$ cat src/rtl/prs_pkg.sv
// ----------------------------------------------------------------------------
// prs_pkg: shared types and constants of the power rail supervisor
// Field widths, register indexes, item codes, reset values and the
// configuration and result records passed between modules.
// ----------------------------------------------------------------------------
package prs_pkg;

    // Field widths
    localparam int unsigned FUNC_W   = 2;
    localparam int unsigned SAMPLE_W = 10;
    localparam int unsigned BYTE_W   = 8;
    localparam int unsigned TICK_W   = 16;
    localparam int unsigned SHORT_W  = 15;
    localparam int unsigned FORCE_W  = 2;
    localparam int unsigned SLOT_W   = 4;
    localparam int unsigned CFG_IDX_W = 3;
    localparam int unsigned CFG_DATA_W = 16;

    // Item kinds
    localparam logic [FUNC_W-1:0] FUNC_TICK   = 2'd0;
    localparam logic [FUNC_W-1:0] FUNC_CMD    = 2'd1;
    localparam logic [FUNC_W-1:0] FUNC_STATUS = 2'd2;

    // Configuration register indexes
    localparam logic [CFG_IDX_W-1:0] CFG_CUTOFF_ALL   = 3'd0;
    localparam logic [CFG_IDX_W-1:0] CFG_CUTOFF_SERVO = 3'd1;
    localparam logic [CFG_IDX_W-1:0] CFG_CHECK_IVL    = 3'd2;
    localparam logic [CFG_IDX_W-1:0] CFG_IND_STEP     = 3'd3;
    localparam logic [CFG_IDX_W-1:0] CFG_ARMED_WAIT   = 3'd4;
    localparam logic [CFG_IDX_W-1:0] CFG_ARMED_BLINK  = 3'd5;
    localparam logic [CFG_IDX_W-1:0] CFG_IND_ON       = 3'd6;
    localparam logic [CFG_IDX_W-1:0] CFG_IND_OFF      = 3'd7;

    // Configuration reset values
    localparam logic [SAMPLE_W-1:0] RST_CUTOFF_ALL   = 10'h283;
    localparam logic [SAMPLE_W-1:0] RST_CUTOFF_SERVO = 10'h298;
    localparam logic [TICK_W-1:0]   RST_CHECK_IVL    = 16'd50;
    localparam logic [TICK_W-1:0]   RST_IND_STEP     = 16'd40;
    localparam logic [SHORT_W-1:0]  RST_ARMED_WAIT   = 15'd100;
    localparam logic [SHORT_W-1:0]  RST_ARMED_BLINK  = 15'd50;
    localparam logic [TICK_W-1:0]   RST_IND_ON       = 16'd170;
    localparam logic [TICK_W-1:0]   RST_IND_OFF      = 16'd30;

    // Supervisor state reset values
    localparam logic [TICK_W-1:0]   INIT_BLINK      = 16'd110;
    localparam logic [SAMPLE_W-1:0] RST_SAMPLE      = 10'd1023;
    localparam logic [BYTE_W-1:0]   RST_REQUEST     = 8'd5;
    localparam logic [SLOT_W-1:0]   RST_SLOT        = 4'd15;

    // Request bit positions
    localparam int unsigned GUN_BIT = 3;

    typedef struct packed {
        logic [SAMPLE_W-1:0] cutoff_all_level;
        logic [SAMPLE_W-1:0] cutoff_servo_level;
        logic [TICK_W-1:0]   check_interval;
        logic [TICK_W-1:0]   indicator_step;
        logic [SHORT_W-1:0]  armed_wait_time;
        logic [SHORT_W-1:0]  armed_blink_time;
        logic [TICK_W-1:0]   indicator_on_time;
        logic [TICK_W-1:0]   indicator_off_time;
    } cfg_t;

    typedef struct packed {
        logic                power_on;
        logic                servos_on;
        logic                fans_on;
        logic                guns_on;
        logic                armed_led;
        logic                indicator_led;
        logic [SAMPLE_W-1:0] reported_sample;
        logic [BYTE_W-1:0]   reported_request;
        logic [FORCE_W-1:0]  reported_forced;
    } res_t;

endpackage

$ cat src/rtl/prs_if.sv
// ----------------------------------------------------------------------------
// prs_if: channel interfaces of the power rail supervisor
// Valid/ready channels for input items and for result items.
// ----------------------------------------------------------------------------
interface prs_in_if
    import prs_pkg::*;
();
    logic                valid;
    logic                ready;
    logic [FUNC_W-1:0]   func;
    logic [SAMPLE_W-1:0] sample;
    logic [BYTE_W-1:0]   command_byte;

    modport source (output valid, func, sample, command_byte, input ready);
    modport sink   (input valid, func, sample, command_byte, output ready);
endinterface

interface prs_out_if
    import prs_pkg::*;
();
    logic                valid;
    logic                ready;
    logic                power_on;
    logic                servos_on;
    logic                fans_on;
    logic                guns_on;
    logic                armed_led;
    logic                indicator_led;
    logic [SAMPLE_W-1:0] reported_sample;
    logic [BYTE_W-1:0]   reported_request;
    logic [FORCE_W-1:0]  reported_forced;

    modport source (
        output valid, power_on, servos_on, fans_on, guns_on, armed_led,
               indicator_led, reported_sample, reported_request, reported_forced,
        input  ready
    );
    modport sink (
        input  valid, power_on, servos_on, fans_on, guns_on, armed_led,
               indicator_led, reported_sample, reported_request, reported_forced,
        output ready
    );
endinterface

$ cat src/rtl/power_rail_supervisor_top.sv
// ----------------------------------------------------------------------------
// power_rail_supervisor_top: power rail supervisor
// Input register, supervisor evaluation and result register, with the
// configuration register file.
//
//   channel  | direction | handshake     | beat
//   ---------+-----------+---------------+--------------------------------
//   item     | in        | valid/ready   | func, sample, command_byte
//   result   | out       | valid/ready   | rail enables, lamps, status
//   cfg      | in        | cfg_we        | cfg_index, cfg_data
//
// One beat per cycle is accepted unless the result side stalls; each beat
// yields one result (input register, then result register).
// The supervisor state updates as the beat moves from the input register
// into the result register, so each beat sees the state left by the last.
// A stalled result holds both stages; the input register frees as soon as
// the result register can take its beat.
// Reset restores the configuration defaults and the supervisor state.
// ----------------------------------------------------------------------------
module power_rail_supervisor_top
    import prs_pkg::*;
(
    input  logic                  clk,
    input  logic                  rst_n,
    input  logic                  cfg_we,
    input  logic [CFG_IDX_W-1:0]  cfg_index,
    input  logic [CFG_DATA_W-1:0] cfg_data,
    prs_in_if.sink                item,
    prs_out_if.source             result
);

    cfg_t                cfg;
    res_t                res;
    res_t                res_reg;
    logic                in_vld_reg;
    logic                out_vld_reg;
    logic [FUNC_W-1:0]   func_reg;
    logic [SAMPLE_W-1:0] sample_reg;
    logic [BYTE_W-1:0]   cmd_reg;
    logic                adv;
    logic                take;

    // Advance when a held beat can move into the result register
    assign adv        = in_vld_reg && (!out_vld_reg || result.ready);
    assign item.ready = !in_vld_reg || adv;
    assign take       = item.valid && item.ready;

    prs_cfg_regs u_cfg (
        .clk       (clk),
        .rst_n     (rst_n),
        .cfg_we    (cfg_we),
        .cfg_index (cfg_index),
        .cfg_data  (cfg_data),
        .cfg       (cfg)
    );

    prs_eval u_eval (
        .clk          (clk),
        .rst_n        (rst_n),
        .go           (adv),
        .func         (func_reg),
        .sample       (sample_reg),
        .command_byte (cmd_reg),
        .cfg          (cfg),
        .res          (res)
    );

    // Input stage valid
    always_ff @(posedge clk or negedge rst_n)
    begin
        if (!rst_n)
        begin
            in_vld_reg <= 1'b0;
        end
        else if (take)
        begin
            in_vld_reg <= 1'b1;
        end
        else if (adv)
        begin
            in_vld_reg <= 1'b0;
        end
    end

    // Capture the input beat
    always_ff @(posedge clk)
    begin
        if (take)
        begin
            func_reg   <= item.func;
            sample_reg <= item.sample;
            cmd_reg    <= item.command_byte;
        end
    end

    // Result stage valid
    always_ff @(posedge clk or negedge rst_n)
    begin
        if (!rst_n)
        begin
            out_vld_reg <= 1'b0;
        end
        else if (adv)
        begin
            out_vld_reg <= 1'b1;
        end
        else if (result.ready)
        begin
            out_vld_reg <= 1'b0;
        end
    end

    // Capture the result beat
    always_ff @(posedge clk)
    begin
        if (adv)
        begin
            res_reg <= res;
        end
    end

    assign result.valid            = out_vld_reg;
    assign result.power_on         = res_reg.power_on;
    assign result.servos_on        = res_reg.servos_on;
    assign result.fans_on          = res_reg.fans_on;
    assign result.guns_on          = res_reg.guns_on;
    assign result.armed_led        = res_reg.armed_led;
    assign result.indicator_led    = res_reg.indicator_led;
    assign result.reported_sample  = res_reg.reported_sample;
    assign result.reported_request = res_reg.reported_request;
    assign result.reported_forced  = res_reg.reported_forced;

    // A beat that advances always shows up as a result
    a_adv_to_out: assert property (@(posedge clk) disable iff (!rst_n)
        adv |=> out_vld_reg)
        else $error("advanced beat lost before result register");

    // A held input beat stays until it advances
    a_in_hold: assert property (@(posedge clk) disable iff (!rst_n)
        (in_vld_reg && !adv) |=> (in_vld_reg && $stable(func_reg) && $stable(cmd_reg)))
        else $error("held input beat changed");

    // An empty result stage never blocks the input
    a_no_block: assert property (@(posedge clk) disable iff (!rst_n)
        !out_vld_reg |-> item.ready)
        else $error("input stalled with empty result stage");

endmodule

$ cat src/rtl/prs_cfg_regs.sv
// ----------------------------------------------------------------------------
// prs_cfg_regs: configuration register file
// Eight write-only registers loaded from the plain write port.
// ----------------------------------------------------------------------------
module prs_cfg_regs
    import prs_pkg::*;
(
    input  logic                  clk,
    input  logic                  rst_n,
    input  logic                  cfg_we,
    input  logic [CFG_IDX_W-1:0]  cfg_index,
    input  logic [CFG_DATA_W-1:0] cfg_data,
    output cfg_t                  cfg
);

    cfg_t cfg_reg;

    // Load the addressed register, truncated to its width
    always_ff @(posedge clk or negedge rst_n)
    begin
        if (!rst_n)
        begin
            cfg_reg.cutoff_all_level   <= RST_CUTOFF_ALL;
            cfg_reg.cutoff_servo_level <= RST_CUTOFF_SERVO;
            cfg_reg.check_interval     <= RST_CHECK_IVL;
            cfg_reg.indicator_step     <= RST_IND_STEP;
            cfg_reg.armed_wait_time    <= RST_ARMED_WAIT;
            cfg_reg.armed_blink_time   <= RST_ARMED_BLINK;
            cfg_reg.indicator_on_time  <= RST_IND_ON;
            cfg_reg.indicator_off_time <= RST_IND_OFF;
        end
        else if (cfg_we)
        begin
            unique case (cfg_index)
                CFG_CUTOFF_ALL:   cfg_reg.cutoff_all_level   <= cfg_data[SAMPLE_W-1:0];
                CFG_CUTOFF_SERVO: cfg_reg.cutoff_servo_level <= cfg_data[SAMPLE_W-1:0];
                CFG_CHECK_IVL:    cfg_reg.check_interval     <= cfg_data[TICK_W-1:0];
                CFG_IND_STEP:     cfg_reg.indicator_step     <= cfg_data[TICK_W-1:0];
                CFG_ARMED_WAIT:   cfg_reg.armed_wait_time    <= cfg_data[SHORT_W-1:0];
                CFG_ARMED_BLINK:  cfg_reg.armed_blink_time   <= cfg_data[SHORT_W-1:0];
                CFG_IND_ON:       cfg_reg.indicator_on_time  <= cfg_data[TICK_W-1:0];
                CFG_IND_OFF:      cfg_reg.indicator_off_time <= cfg_data[TICK_W-1:0];
                default:          cfg_reg <= cfg_reg;
            endcase
        end
    end

    assign cfg = cfg_reg;

endmodule

$ cat src/rtl/prs_eval.sv
// ----------------------------------------------------------------------------
// prs_eval: supervisor state and per-item evaluation
// Holds the tick counter, deadlines, lamps and force-off latches, and
// computes the next state and the result record for one item.
// ----------------------------------------------------------------------------
module prs_eval
    import prs_pkg::*;
(
    input  logic                clk,
    input  logic                rst_n,
    input  logic                go,
    input  logic [FUNC_W-1:0]   func,
    input  logic [SAMPLE_W-1:0] sample,
    input  logic [BYTE_W-1:0]   command_byte,
    input  cfg_t                cfg,
    output res_t                res
);

    logic [TICK_W-1:0]   tick_reg,    tick_next;
    logic [SAMPLE_W-1:0] latest_reg,  latest_next;
    logic [BYTE_W-1:0]   req_reg,     req_next;
    logic [FORCE_W-1:0]  forced_reg,  forced_next;
    logic [TICK_W-1:0]   ad_reg,      ad_next;
    logic [TICK_W-1:0]   awd_reg,     awd_next;
    logic [TICK_W-1:0]   tm_reg,      tm_next;
    logic [SLOT_W-1:0]   slot_reg,    slot_next;
    logic [TICK_W-1:0]   pm_reg,      pm_next;
    logic [TICK_W-1:0]   cm_reg,      cm_next;
    logic [SAMPLE_W-1:0] prev_reg,    prev_next;
    logic                armed_reg,   armed_next;
    logic                ind_reg,     ind_next;

    logic [TICK_W-1:0]   t;
    logic [TICK_W-1:0]   ad_diff;
    logic [TICK_W-1:0]   awd_diff;
    logic                ad_pass;
    logic                awd_pass;
    logic [TICK_W-1:0]   period;
    logic                tog_hit;
    logic                pat_hit;
    logic                chk_hit;
    logic [SLOT_W-1:0]   slot_inc;
    logic                pat_bit;
    logic [SAMPLE_W-1:0] use_sample;
    logic [BYTE_W-1:0]   rails;

    // Time and wrap-safe deadline tests
    assign t        = tick_reg + TICK_W'(1);
    assign ad_diff  = t - ad_reg;
    assign awd_diff = t - awd_reg;
    assign ad_pass  = (ad_diff != '0) && !ad_diff[TICK_W-1];
    assign awd_pass = (awd_diff != '0) && !awd_diff[TICK_W-1];

    // Indicator, pattern and voltage check triggers
    assign period   = ind_reg ? cfg.indicator_on_time : cfg.indicator_off_time;
    assign tog_hit  = (t - tm_reg) >= period;
    assign pat_hit  = (t - pm_reg) > cfg.indicator_step;
    assign chk_hit  = (t - cm_reg) >= cfg.check_interval;
    assign slot_inc = slot_reg + SLOT_W'(1);
    assign use_sample = (sample < prev_reg) ? prev_reg : sample;

    // Pick the serial pattern bit for the new slot
    always_comb
    begin
        case (slot_inc)
            4'd0:    pat_bit = 1'b0;
            4'd1:    pat_bit = req_reg[0];
            4'd2:    pat_bit = req_reg[1];
            4'd3:    pat_bit = req_reg[2];
            4'd4:    pat_bit = req_reg[3];
            4'd5:    pat_bit = req_reg[4];
            default: pat_bit = 1'b1;
        endcase
    end

    // Apply one item to the state
    always_comb
    begin
        tick_next   = tick_reg;
        latest_next = latest_reg;
        req_next    = req_reg;
        forced_next = forced_reg;
        ad_next     = ad_reg;
        awd_next    = awd_reg;
        tm_next     = tm_reg;
        slot_next   = slot_reg;
        pm_next     = pm_reg;
        cm_next     = cm_reg;
        prev_next   = prev_reg;
        armed_next  = armed_reg;
        ind_next    = ind_reg;
        if (go)
        begin
            unique case (func)
                FUNC_TICK:
                begin
                    tick_next   = t;
                    latest_next = sample;
                    // drop an expired blink
                    if ((ad_reg != '0) && ad_pass)
                    begin
                        ad_next    = '0;
                        armed_next = 1'b0;
                    end
                    // schedule waits and blinks while guns are requested
                    if (req_reg[GUN_BIT])
                    begin
                        if ((ad_next == '0) && (awd_reg == '0))
                        begin
                            awd_next = (t + {1'b0, cfg.armed_wait_time}) | TICK_W'(1);
                        end
                        else if ((awd_reg != '0) && awd_pass)
                        begin
                            awd_next   = '0;
                            ad_next    = (t + {1'b0, cfg.armed_blink_time}) | TICK_W'(1);
                            armed_next = 1'b1;
                        end
                    end
                    else
                    begin
                        awd_next = '0;
                    end
                    // free-running indicator toggle
                    if (tog_hit)
                    begin
                        ind_next = !ind_reg;
                        tm_next  = tm_reg + period;
                    end
                    // serial pattern overrides the toggle
                    if (pat_hit)
                    begin
                        slot_next = slot_inc;
                        ind_next  = pat_bit;
                        pm_next   = t;
                    end
                    // voltage check and force-off latching
                    if (chk_hit)
                    begin
                        prev_next = sample;
                        cm_next   = t;
                        if (use_sample < cfg.cutoff_all_level)
                        begin
                            forced_next = forced_reg | 2'b11;
                            armed_next  = 1'b1;
                            ind_next    = 1'b0;
                        end
                        else if (use_sample < cfg.cutoff_servo_level)
                        begin
                            forced_next = forced_reg | 2'b10;
                        end
                    end
                end
                FUNC_CMD:
                begin
                    req_next = command_byte;
                end
                default:
                begin
                    req_next = req_reg;
                end
            endcase
        end
    end

    // Hold the supervisor state
    always_ff @(posedge clk or negedge rst_n)
    begin
        if (!rst_n)
        begin
            tick_reg   <= '0;
            latest_reg <= RST_SAMPLE;
            req_reg    <= RST_REQUEST;
            forced_reg <= '0;
            ad_reg     <= INIT_BLINK | TICK_W'(1);
            awd_reg    <= '0;
            tm_reg     <= '0;
            slot_reg   <= RST_SLOT;
            pm_reg     <= '0;
            cm_reg     <= '0;
            prev_reg   <= '0;
            armed_reg  <= 1'b1;
            ind_reg    <= 1'b1;
        end
        else
        begin
            tick_reg   <= tick_next;
            latest_reg <= latest_next;
            req_reg    <= req_next;
            forced_reg <= forced_next;
            ad_reg     <= ad_next;
            awd_reg    <= awd_next;
            tm_reg     <= tm_next;
            slot_reg   <= slot_next;
            pm_reg     <= pm_next;
            cm_reg     <= cm_next;
            prev_reg   <= prev_next;
            armed_reg  <= armed_next;
            ind_reg    <= ind_next;
        end
    end

    // Build the result from the updated state
    assign rails = req_next & ~{{(BYTE_W-FORCE_W){1'b0}}, forced_next};

    assign res.power_on         = rails[0];
    assign res.servos_on        = rails[1];
    assign res.fans_on          = rails[2];
    assign res.guns_on          = rails[3];
    assign res.armed_led        = armed_next;
    assign res.indicator_led    = ind_next;
    assign res.reported_sample  = latest_next;
    assign res.reported_request = req_next;
    assign res.reported_forced  = forced_next;

    // Force-off latches never release
    a_forced_sticky: assert property (@(posedge clk) disable iff (!rst_n)
        (forced_reg[0] |=> forced_reg[0]) and (forced_reg[1] |=> forced_reg[1]))
        else $error("force-off latch released");

    // Power is never forced off without servos
    a_forced_order: assert property (@(posedge clk) disable iff (!rst_n)
        forced_reg[0] |-> forced_reg[1])
        else $error("power forced without servos");

    // At most one of the armed deadlines runs
    a_one_deadline: assert property (@(posedge clk) disable iff (!rst_n)
        !((ad_reg != '0) && (awd_reg != '0)))
        else $error("blink and wait deadlines both running");

    // A running deadline is odd so it never reads as idle
    a_deadline_odd: assert property (@(posedge clk) disable iff (!rst_n)
        ((ad_reg != '0) |-> ad_reg[0]) and ((awd_reg != '0) |-> awd_reg[0]))
        else $error("even armed deadline");

endmodule

$ cat src/flat_wrapper.sv
// flat-port wrapper written by rule: the top's interface ports become plain ports
module power_rail_supervisor_top_flat import prs_pkg::*;
  (clk, rst_n, cfg_we, cfg_index, cfg_data, item_valid, item_func, item_sample, item_command_byte, item_ready, result_valid, result_power_on, result_servos_on, result_fans_on, result_guns_on, result_armed_led, result_indicator_led, result_reported_sample, result_reported_request, result_reported_forced, result_ready);
  prs_in_if item_i ();
  prs_out_if result_i ();
  input  logic clk;
  input  logic rst_n;
  input  logic cfg_we;
  input  logic [CFG_IDX_W-1:0] cfg_index;
  input  logic [CFG_DATA_W-1:0] cfg_data;
  input wire logic [$bits(item_i.valid)-1:0] item_valid;
  input wire logic [$bits(item_i.func)-1:0] item_func;
  input wire logic [$bits(item_i.sample)-1:0] item_sample;
  input wire logic [$bits(item_i.command_byte)-1:0] item_command_byte;
  output wire logic [$bits(item_i.ready)-1:0] item_ready;
  output wire logic [$bits(result_i.valid)-1:0] result_valid;
  output wire logic [$bits(result_i.power_on)-1:0] result_power_on;
  output wire logic [$bits(result_i.servos_on)-1:0] result_servos_on;
  output wire logic [$bits(result_i.fans_on)-1:0] result_fans_on;
  output wire logic [$bits(result_i.guns_on)-1:0] result_guns_on;
  output wire logic [$bits(result_i.armed_led)-1:0] result_armed_led;
  output wire logic [$bits(result_i.indicator_led)-1:0] result_indicator_led;
  output wire logic [$bits(result_i.reported_sample)-1:0] result_reported_sample;
  output wire logic [$bits(result_i.reported_request)-1:0] result_reported_request;
  output wire logic [$bits(result_i.reported_forced)-1:0] result_reported_forced;
  input wire logic [$bits(result_i.ready)-1:0] result_ready;
  assign item_i.valid = item_valid;
  assign item_i.func = item_func;
  assign item_i.sample = item_sample;
  assign item_i.command_byte = item_command_byte;
  assign item_ready = item_i.ready;
  assign result_valid = result_i.valid;
  assign result_power_on = result_i.power_on;
  assign result_servos_on = result_i.servos_on;
  assign result_fans_on = result_i.fans_on;
  assign result_guns_on = result_i.guns_on;
  assign result_armed_led = result_i.armed_led;
  assign result_indicator_led = result_i.indicator_led;
  assign result_reported_sample = result_i.reported_sample;
  assign result_reported_request = result_i.reported_request;
  assign result_reported_forced = result_i.reported_forced;
  assign result_i.ready = result_ready;
  power_rail_supervisor_top u_core (.clk(clk), .rst_n(rst_n), .cfg_we(cfg_we), .cfg_index(cfg_index), .cfg_data(cfg_data), .item(item_i), .result(result_i));
endmodule
$ cat config.mk
export PLATFORM = sky130hd
export DESIGN_NAME = power_rail_supervisor_top_flat
export DESIGN_NICKNAME = d
export VERILOG_FILES = /design/src/rtl/prs_pkg.sv /design/src/rtl/prs_if.sv /design/src/rtl/power_rail_supervisor_top.sv /design/src/rtl/prs_cfg_regs.sv /design/src/rtl/prs_eval.sv /design/src/flat_wrapper.sv
export SDC_FILE = /design/constraint.sdc
export NUM_CORES = 1
export LEC_CHECK = 0
export BUFFER_PORTS_ARGS = -buffer_cell sky130_fd_sc_hd__buf_2
export CORE_UTILIZATION = 63
export CTS_CLUSTER_SIZE = 8
export DETAILED_ROUTE_END_ITERATION = 8
export PLACE_DENSITY = 0.78
export SYNTH_ARGS = -nofsm -noshare
export SYNTH_HDL_FRONTEND = slang
export SYNTH_SLANG_ARGS = --single-unit
$ cat constraint.sdc
create_clock -name clk -period 7.25 [get_ports clk]
set_input_delay 1.0875 -clock clk [delete_from_list [all_inputs] [get_ports clk]]
set_output_delay 1.0875 -clock clk [all_outputs]
set_load 0.02 [all_outputs]
==> summary.txt <==
Synth
  – Ys flop type: dfrtp_1
  – Mean post-synth cell area: 9.89 um^2
  – Cells after Synth: 1899
  – Synth Cell Area: 0.0188 mm^2
  – Syn nets: 2150
  – Synthesized flop and latch total: 292
  – Post-synthesis sequential area ratio: 40.4%
  – Number of synthesized flops with an enable pin: 44
  – Async S/R FF share, synth: 84.9%
  – Yosys warnings: 0
  – Post-synth cell types: 69

Floorplan
  – Top Ports: 72
  – Initial Util: 64.7%
  – Die width: 175 um
  – Die Area: 0.0305 mm^2
  – Core region area: 0.0290 mm^2
  – Row count: 62
  – Die height: 175 um

Routing
  – Initial DRT Pass Iterations: 7
  – Antenna-violating nets left: 0
  – Wire length per cell: 19.2 um
  – Final WL: 46.0 mm
  – Starting DRT DRC Count: 968
  – Vias/cell: 5.97
  – DR vias: 14345
  – Number of remaining DRC errors: 0

Place
  – I/O Buffers: 71
  – RD Place Congestion: 0.917
  – Post-placement setup slack: 1.29 ns
  – Hpwl dp: 32.9 mm

STA
  – Final worst path period need: 6.07 ns
  – Worst clock skew: 0.0237 ns
  – Tcrit/Tclk final: 83.8%
  – Final setup viols: 0
  – RSZ-0062 raised after global routing: no
  – Worst relative slew slack: 29.0%
  – Sum Neg Setup Slack: 0 ns
  – Final setup margin: 1.18 ns
  – Worst Max-Slew Pin Slew: 1.06 ns
  – Final hold vios: 0
  – Achievable Freq: 165 MHz
  – Slew Limit Fails: 0

Cells and area
  – Final Util: 71.7%
  – Fillers: 2138
  – # diodes: 0
  – Share of post-route cells with drive strength above 1: 15.6%
  – Largest register FFs: 114
  – Final #Nets: 2235
  – Area growth syn-to-layout: 10.8%

Setup path
  – Delay-heaviest family, CP: compound AO/OA/AOI/OAI gates
  – Crit path capture type: flop
  – Crit path buf inv count: 1
  – Critical Path RT: 7.72 ns
  – Cell mode on critical path: o21ai_0
  – Critical Path, Cell by Cell: ha_1 -> inv_1 -> fa_1 -> nor2b_1 -> o21ai_0 -> a21boi_0 -> o21ai_0 -> a21boi_0 -> o2111ai_1 -> a31oi_1 -> a21o_1 -> a21oi_1 -> xnor2_1 -> ha_1 -> a21oi_1 -> o21ai_0 -> o31ai_1 -> or2_2 -> mux2_2
  – Crit start category: flop
  – CP Data Arrival Time: 6.54 ns
  – CP Class: flop to flop
  – CP max stage delay: 0.75 ns
  – Slowest CP cell: ha_1
  – Worst-path maximum fanout: 36

Min path
  – Hold Path Class: flop to flop

Global routing
  – GRT overflow: 0
  – GRT Total Usage: 30.8%
  – Global-route wire length before repair: 73.7 mm
  – Antenna violations before repair: 1
  – Vias in the first global route: 14524
  – Largest net degree at the start of global routing: 143

Power
  – Leak Pwr: 9.84 nW
  – Power Total: 8.93 mW
  – Maximum vdd ir drop: 301 uV
  – Pwr Density: 430 mW/mm^2

Flow run
  – Max Cap Viol: 0

Clock network
  – Max Buffers Root-to-Sink: 3
  – Post-cts hold buffer count: 0
  – Setup Buffers After CTS: 0
  – Post-cts gate resize count: 0
  – Total CTS buffers: 42
  – Sink Count: 292
  – CTS H-tree depth: 2
  – Clock Pin Slew Worst Setup and Hold Paths: 0.05 ns
  – Worst-skew pair later-pin latency: 0.54 ns
  – TritonCTS clock tree: yes
  – Root Driver: clkbuf_16

Outcome
  – Outcome: complete, no violations
[cell usage after synthesis (8+ instances only)]
master | number | area [um^2]
a211oi_1 | 10 | 75.1
a21o_1 | 32 | 240
a21oi_1 | 116 | 581
a22o_1 | 31 | 272
a31oi_1 | 9 | 56.3
and2_1 | 8 | 50.1
and3_1 | 13 | 81.3
clkbuf_1 | 36 | 135
dfrtp_1 | 197 | 4930
dfstp_2 | 51 | 1340
edfxtp_1 | 44 | 1320
fa_1 | 8 | 160
ha_1 | 199 | 2490
inv_1 | 217 | 815
mux2_2 | 112 | 1260
mux2i_1 | 18 | 180
nand2_1 | 162 | 608
nand2b_1 | 21 | 131
nand3_1 | 31 | 155
nand4_1 | 20 | 125
nor2_1 | 99 | 372
nor2b_1 | 18 | 113
nor3_1 | 23 | 115
nor4_1 | 11 | 68.8
o211ai_1 | 11 | 82.6
o21a_1 | 15 | 113
o21ai_0 | 113 | 566
o21bai_1 | 19 | 143
or3_1 | 12 | 75.1
xnor2_1 | 87 | 762
xor2_1 | 41 | 359
[logic make-up (layout without fill, tap and decap cells)]
family | Yosys count | in the layout | share of synthesized area, %
adders and majority gates | 207 | 207 | 14.1
DFF | 292 | 292 | 40.4
xor gates and xnor gates | 129 | 129 | 6.06
and+or+nand+nor | 445 | 445 | 11.2
buffers and inverters | 263 | 381 | 5.45
AOI/OAI and AO/OA | 432 | 432 | 15.0
muxes | 131 | 131 | 7.74
[cells in the final DEF, fill, tap and decap left out, types with 7 or more instances in the layout]
master	n
inv_1	217
ha_1	199
dfrtp_1	197
nand2_1	162
a21oi_1	116
o21ai_0	113
mux2_2	112
nor2_1	99
xnor2_1	87
buf_2	70
dfstp_2	51
edfxtp_1	44
clkbuf_16	42
xor2_1	41
a21o_1	32
nand3_1	31
a22o_1	31
clkbuf_1	31
nor3_1	21
nand2b_1	21
nand4_1	20
o21bai_1	19
mux2i_1	18
nor2b_1	18
o21a_1	15
buf_4	15
and3_1	13
or3_1	12
o211ai_1	11
nor4_1	11
a211oi_1	10
a31oi_1	9
and2_1	8
fa_1	8
a21boi_0	7
[final timing paths]
| kind | endpoint | cells after the start | slack (ns) | start |
|---|---|---|---|---|
| worst max-delay path | u_core.u_eval.slot_reg[1]$_DFFE_PN1P_ | 19 | 1.18 | u_core.u_eval.tick_reg[0]$_DFFE_PN0P_ |
| worst min-delay path | u_core.u_eval.latest_reg[5]$_DFF_PN1_ | 2 | 0.47 | u_core.u_eval.latest_reg[5]$_DFF_PN1_ |
| worst max register to register | u_core.u_eval.slot_reg[1]$_DFFE_PN1P_ | 19 | 1.18 | u_core.u_eval.tick_reg[0]$_DFFE_PN0P_ |
| worst min register to register | u_core.u_eval.latest_reg[5]$_DFF_PN1_ | 2 | 0.47 | u_core.u_eval.latest_reg[5]$_DFF_PN1_ |
| max in group asynchronous | u_core.u_cfg.cfg[20]$_DFFE_PN0P_ | 2 | 5.43 | rst_n |
| min in group asynchronous | u_core.u_eval.ad_reg[15]$_DFFE_PN0P_ | 1 | 0.58 | rst_n |
[power by group]
group          switching [mW]  leakage (nW)  internal, mW
Clock                   0.739         0.583          1.09
Combinational            2.60          5.86          2.07
Sequential              0.287          3.40          2.15
[worst register-to-register path, cell delays in order (launching register included)]
cell and delay, ns:
dfrtp_1 0.57, ha_1 0.75, inv_1 0.30, fa_1 0.48, nor2b_1 0.15, o21ai_0 0.13, a21boi_0 0.26, o21ai_0 0.15
a21boi_0 0.32, o2111ai_1 0.18, a31oi_1 0.24, a21o_1 0.15, a21oi_1 0.07, xnor2_1 0.17, ha_1 0.28, a21oi_1 0.12
o21ai_0 0.09, o31ai_1 0.53, or2_2 0.66, mux2_2 0.42
[cell type report]
class	instances	area (um^2)	share of cell area [%]
Clock inverter	4	67.6	0.325
Inverter	217	815	3.92
Clock buffer	73	1170	5.61
Tap cell	384	480	2.31
Sequential cell	292	7590	36.5
Timing Repair Buffer	87	498	2.39
Multi-Input combinational cell	1344	10200	48.9
[stage by stage]
step                instance area (um^2)  hold WS, ns  cells
finish                             20800        0.466   2401
detailed placement                 19600        0.458   2324
CTS                                20800        0.466   2401
global route                       20800        0.476   2401
floorplan                          18800        0.442   1899
global placement                   19600        0.453   2324
[routing by layer]
layer	global-route usage [%]	vias to the layer above	share of wire, %
li1	-	6863	-
met1	40.5	6979	44
met2	50.5	396	46
met3	4.92	107	5.6
met4	13.6	0	4.4
met5	0	-	0
(Power assumes the default switching activity.)
